### config.mk
export PLATFORM = sky130hd
export DESIGN_NAME = bpa_controller
export DESIGN_NICKNAME = d
export VERILOG_FILES = /design/src/hdl/bpa_pkg.sv /design/src/hdl/bpa_controller.sv
export SDC_FILE = /design/constraint.sdc
export NUM_CORES = 1
export LEC_CHECK = 0
export BUFFER_PORTS_ARGS = -buffer_cell sky130_fd_sc_hd__clkbuf_2
export CORE_MARGIN = 2
export CORE_UTILIZATION = 45
export CTS_BUF_LIST = sky130_fd_sc_hd__clkbuf_4 sky130_fd_sc_hd__clkbuf_8
export CTS_CLUSTER_DIAMETER = 100
export DETAILED_ROUTE_END_ITERATION = 7
export PLACE_DENSITY_LB_ADDON = 0.3
export SYNTH_ARGS = -nofsm -noshare
export SYNTH_HDL_FRONTEND = slang
export SYNTH_SLANG_ARGS = --single-unit
### constraint.sdc
create_clock -name clk -period 2.6 [get_ports clk]
set_clock_uncertainty 0.05 [all_clocks]
set_input_delay 0.52 -clock clk [delete_from_list [all_inputs] [get_ports clk]]
set_output_delay 0.52 -clock clk [all_outputs]
set_load 0.01 [all_outputs]
### src/hdl/bpa_pkg.sv
// ----------------------------------------------------------------------------
// bpa_pkg
// Shared types, sizes and command codes for the buddy page allocator.
// ----------------------------------------------------------------------------
package bpa_pkg;

  localparam int NUM_PAGES  = 4096;
  localparam int NUM_ORDERS = 11;
  localparam int PAGE_W     = $clog2(NUM_PAGES);
  localparam int LINK_W     = PAGE_W + 1;
  localparam int ORD_W      = 4;
  localparam int CNT_W      = 13;

  localparam logic [LINK_W-1:0] NIL_LINK = LINK_W'(NUM_PAGES);

  // Read address selects for the page memories.
  localparam logic [2:0] RD_NONE = 3'd0;
  localparam logic [2:0] RD_BLK  = 3'd1;
  localparam logic [2:0] RD_HALF = 3'd2;
  localparam logic [2:0] RD_PG   = 3'd3;
  localparam logic [2:0] RD_BUD  = 3'd4;

  typedef struct packed {
    logic        req_type;
    logic [3:0]  block_order;
    logic [11:0] page_index;
  } bpa_in_t;

  typedef struct packed {
    logic        status;
    logic [11:0] granted_page;
    logic [12:0] total_free_pages;
  } bpa_out_t;

  typedef struct packed {
    logic [2:0] rd_sel;
    logic       load;
    logic       cur_inc;
    logic       set_fail;
    logic       unlink;
    logic       set_grant;
    logic       sub_total;
    logic       add_total;
    logic       merge_step;
    logic       push1;
    logic       push2;
    logic       clr;
    logic       out_load;
  } bpa_cmd_t;

  typedef struct packed {
    logic clr_done;
    logic head_valid;
    logic cur_last;
    logic split_more;
    logic free_ok;
    logic merge_try;
    logic merge_hit;
    logic rd_head;
  } bpa_stat_t;

endpackage

### src/hdl/bpa_controller.sv
// ----------------------------------------------------------------------------
// bpa_controller
// Sequencer for clear, allocate search and split, free check and merge.
// ----------------------------------------------------------------------------
module bpa_controller import bpa_pkg::*; (
  input  logic      clk,
  input  logic      rst,
  input  logic      in_valid,
  input  bpa_in_t   in_data,
  output logic      in_ready,
  output logic      out_valid,
  input  logic      out_ready,
  input  bpa_stat_t stat,
  output bpa_cmd_t  cmd
);

  localparam logic [3:0] S_CLR   = 4'd0;
  localparam logic [3:0] S_IDLE  = 4'd1;
  localparam logic [3:0] S_SCAN  = 4'd2;
  localparam logic [3:0] S_AUNL  = 4'd3;
  localparam logic [3:0] S_SPLIT = 4'd4;
  localparam logic [3:0] S_SCHK  = 4'd5;
  localparam logic [3:0] S_PUSH1 = 4'd6;
  localparam logic [3:0] S_PUSH2 = 4'd7;
  localparam logic [3:0] S_FRD   = 4'd8;
  localparam logic [3:0] S_FCHK  = 4'd9;
  localparam logic [3:0] S_MRD   = 4'd10;
  localparam logic [3:0] S_MCHK  = 4'd11;
  localparam logic [3:0] S_DONE  = 4'd12;

  logic [3:0] state;
  logic [3:0] state_next;
  logic       is_free;

  always_comb begin
    cmd        = '0;
    state_next = state;
    in_ready   = 1'b0;
    case (state)
      S_CLR: begin
        cmd.clr = 1'b1;
        if (stat.clr_done) begin
          state_next = S_IDLE;
        end
      end
      S_IDLE: begin
        in_ready = 1'b1;
        if (in_valid) begin
          cmd.load = 1'b1;
          if (in_data.req_type) begin
            state_next = S_FRD;
          end else if (in_data.block_order >= 4'(NUM_ORDERS)) begin
            state_next = S_DONE;
          end else begin
            state_next = S_SCAN;
          end
        end
      end
      S_SCAN: begin
        if (stat.head_valid) begin
          cmd.rd_sel = RD_BLK;
          state_next = S_AUNL;
        end else if (stat.cur_last) begin
          cmd.set_fail = 1'b1;
          state_next   = S_DONE;
        end else begin
          cmd.cur_inc = 1'b1;
        end
      end
      S_AUNL: begin
        cmd.unlink    = 1'b1;
        cmd.set_grant = 1'b1;
        cmd.sub_total = 1'b1;
        state_next    = S_SPLIT;
      end
      S_SPLIT: begin
        if (stat.split_more) begin
          cmd.rd_sel = RD_HALF;
          state_next = S_SCHK;
        end else begin
          state_next = S_DONE;
        end
      end
      S_SCHK: begin
        // A half that already heads a free block leaves its old list first.
        cmd.unlink = stat.rd_head;
        state_next = S_PUSH1;
      end
      S_PUSH1: begin
        cmd.push1  = 1'b1;
        state_next = S_PUSH2;
      end
      S_PUSH2: begin
        cmd.push2  = 1'b1;
        state_next = is_free ? S_DONE : S_SPLIT;
      end
      S_FRD: begin
        cmd.rd_sel = RD_PG;
        state_next = S_FCHK;
      end
      S_FCHK: begin
        if (stat.free_ok) begin
          cmd.add_total = 1'b1;
          state_next    = S_MRD;
        end else begin
          state_next = S_DONE;
        end
      end
      S_MRD: begin
        if (stat.merge_try) begin
          cmd.rd_sel = RD_BUD;
          state_next = S_MCHK;
        end else begin
          state_next = S_PUSH1;
        end
      end
      S_MCHK: begin
        if (stat.merge_hit) begin
          cmd.unlink     = 1'b1;
          cmd.merge_step = 1'b1;
          state_next     = S_MRD;
        end else begin
          state_next = S_PUSH1;
        end
      end
      S_DONE: begin
        if (!out_valid || out_ready) begin
          cmd.out_load = 1'b1;
          state_next   = S_IDLE;
        end
      end
      default: begin
        state_next = S_IDLE;
      end
    endcase
  end

  always_ff @(posedge clk) begin
    if (rst) begin
      state     <= S_CLR;
      out_valid <= 1'b0;
      is_free   <= 1'b0;
    end else begin
      state <= state_next;
      if (cmd.load) begin
        is_free <= in_data.req_type;
      end
      if (cmd.out_load) begin
        out_valid <= 1'b1;
      end else if (out_ready) begin
        out_valid <= 1'b0;
      end
    end
  end

endmodule

==> flow_summary.yaml <==
pwr:
  p_per_area_nw_per_um2: 331
  pwr-share-comb_pct: 32.9
  pwr-share-clk_pct: 31.1
  p_seq_share_pct: 36.0
  p_sw_uw: 89.5
  intPower_uw: 190
  peakVddDrop_mv: 0.346
  p_leak_nw: 0.416
  swShare_pct: 32.0
worst_setup_path:
  start_kind: "register"
  cp_num_cells: 4
  path_max_fanout: 17
  crit_type: "register to primary output"
  arrival_ns: 1.70
  crit_buf_inv: 2
  crit_slowest_cell: "or4_4"
  crit_chain: "nand2b_1 > or4_4 > inv_1 > clkbuf_2"
  critPathRequiredTime_ns: 2.03
  path_delay_family: "simple AND/OR/NAND/NOR gates"
  worstRegToRegCells: 6
  crit_path_end_kind: "primary output"
  max_stage_delay_ns: 0.52
synthesis:
  synth_area_leader_cell: "dfxtp_1"
  ys_types: 37
  synth_edf_count: 0
  synth_area_um2: 658
  synth-seq-cells: 6
  async_flop_share_pct: 0
  ys.warnings.count: 0
  seq_area_frac_synth_pct: 18.3
  syn-num-nets: 126
  yosys.area.top_type_share_pct: 18.3
  synth_area_leaders: "dfxtp_1 18%, a21oi_1 8.4%, nor2_1 8.0%, nor2b_1 6.7%, mux2i_1 4.6%"
  synth_ff_type: "dfxtp_1"
  avgSynthCellArea_um2: 6.78
  postSynthCellCount: 97
detailed_routing:
  drt-wirelength-per-cell_um: 12.1
  first_pass_iters: 4
  via_per_inst: 5.57
  vias: 802
  drtAntennaViolNets: 0
  drt_iter0_markers: 14
  routed_wl_mm: 1.74
  drc: 0
global_routing:
  grt_pass1_wl_mm: 2.80
  grt_usage_pct: 20.1
  gr-total-overflow: 0
  antenna_found_initial: 0
  grt_start_max_net_pins: 19
  grt_pass1_vias: 661
placement:
  dpl_cell_area_um2: 822
  place_congestion: 0.842
  hpwlAfterDp_mm: 1.37
  place.port_buffers: 33
floorplan:
  start_util_pct: 49.3
  core-area_um2: 1330
  ios: 46
  die_h_um: 42.2
  die_area_um2: 1780
  die_w_um: 42.2
  row_count: 13
hold_path:
  hold_class: "register to register"
  holdPathStages: 2
cts:
  root_buffer: "clkbuf_4"
  cts-hold-fix-buffers: 0
  clk_path_buf_depth: 2
  clk_pin_slew_ns: 0.04
  cts_buffers: 3
  clk_latency_ns: 0.25
  htree_levels: 1
  cts_resized: 0
  cts.sinks: 6
  cts_tree: "done"
  cts_setup_buffers: 0
sta:
  timing.fmax_ghz: 0.440
  final.min_clock_period_ns: 2.27
  timing.setup.tns_ns: 0
  max_slew_margin_pct: 63.4
  fin_hold_ws_ns: 0.457
  tightest_slew_ns: 0.549
  maxSlewViolCount: 0
  rsz0062_at_grt: "no"
  hold_viol_final: 0
  setup_viol_count_final: 0
  finalCritPeriodShare_pct: 87.4
cells_and_area:
  multi_input_area_um2: 473
  syn_to_final_growth_pct: 28.3
  diodes: 0
  num-fill-cells: 141
  stdcell_area_um2: 845
  final_nets: 160
  regArea_um2: 120
  layout-drive-gt1-share_pct: 33.3
run:
  cap_violations: 0
status:
  outcome: "finished, final reports clean"
[cells in the mapped netlist (all sizes together) (2+ instances only)]
| master | number |
|---|---|
| a21oi | 11 |
| a22oi | 2 |
| a2bb2oi | 2 |
| and2 | 2 |
| buf | 6 |
| dfxtp | 6 |
| inv | 6 |
| mux2i | 3 |
| nand2 | 5 |
| nand2b | 4 |
| nand3 | 5 |
| nor2 | 14 |
| nor2b | 7 |
| nor3 | 3 |
| nor4 | 2 |
| o21ai | 4 |
[per-stage QoR]
stage,instances,worst slack [ns],util (%),total power [mW]
2_1_floorplan,97,0.846,-,0.164
3_3_place_gp,141,0.600,61.6,0.191
3_5_place_dp,141,0.595,61.6,0.194
4_1_cts,144,0.329,63.3,0.282
5_1_grt,144,0.233,63.3,0.298
6_report,144,0.327,63.3,0.280
[routing by layer]
layer	track usage, %	share of wire (%)	vias up
li1	-	-	410
met2	31.4	46	36
met1	26.2	45	356
met4	3.75	0	0
met3	8.19	9.0	0
met5	0	0	-
[cell usage in the layout (no fill, tap or decap), types with 2 or more instances in the layout]
cell type,n
nor3_1,2
clkbuf_2,33
a22oi_1,2
nor2_1,14
nand2_1,5
buf_4,3
dfxtp_1,6
nor2b_1,7
a21oi_1,11
clkbuf_4,3
nand2b_1,4
mux2i_1,3
and2_1,2
nand3_1,5
inv_1,6
o21ai_0,3
[power groups by stage]
stage / Sequential [mW] / Combinational [mW] / Clock (mW)
finish: 0.101 / 0.0919 / 0.0871
CTS: 0.100 / 0.0918 / 0.0895
detailed placement: 0.102 / 0.0915 / 0
global placement: 0.102 / 0.0887 / 0
global route: 0.101 / 0.101 / 0.0957
floorplan: 0.0991 / 0.0644 / 0
[final timing paths]
kind | start | end | slack (ns)
setup / recovery | state[2] | cmd[10] | 0.33
hold reg to reg | is_free | is_free | 0.46
hold / removal | is_free | is_free | 0.46
setup reg to reg | state[2] | state[0] | 0.85
[sequential cells by signal, indices dropped and copies added, names as in the netlist]
name / cells
state: 4
is_free: 1
out_valid: 1
[kinds of logic after synthesis]
| kind of cell | count (synthesis) | synth area share [%] |
|---|---|---|
| AOI/OAI and AO/OA | 27 | 27.2 |
| buffers and inverters | 13 | 9.89 |
| DFF | 6 | 18.3 |
| muxes | 3 | 4.56 |
| and+or+nand+nor | 48 | 40.1 |
[worst register-to-register path, cell delays in order, from the launching register on]
cell and delay, ns:
dfxtp_1 0.66, nor2b_1 0.23, buf_4 0.16, a22oi_1 0.11
a22oi_1 0.23, a2bb2oi_2 0.15, nor2_1 0.05
[final cells by class]
type / instances / share of cell area (%)
Clock buffer: 3 / 2.67
Timing Repair Buffer: 36 / 22.2
Sequential cell: 6 / 14.2
Tap cell: 15 / 2.22
Inverter: 6 / 2.67
Multi-Input combinational cell: 78 / 56.0
Power figures use the tool's default switching activity.
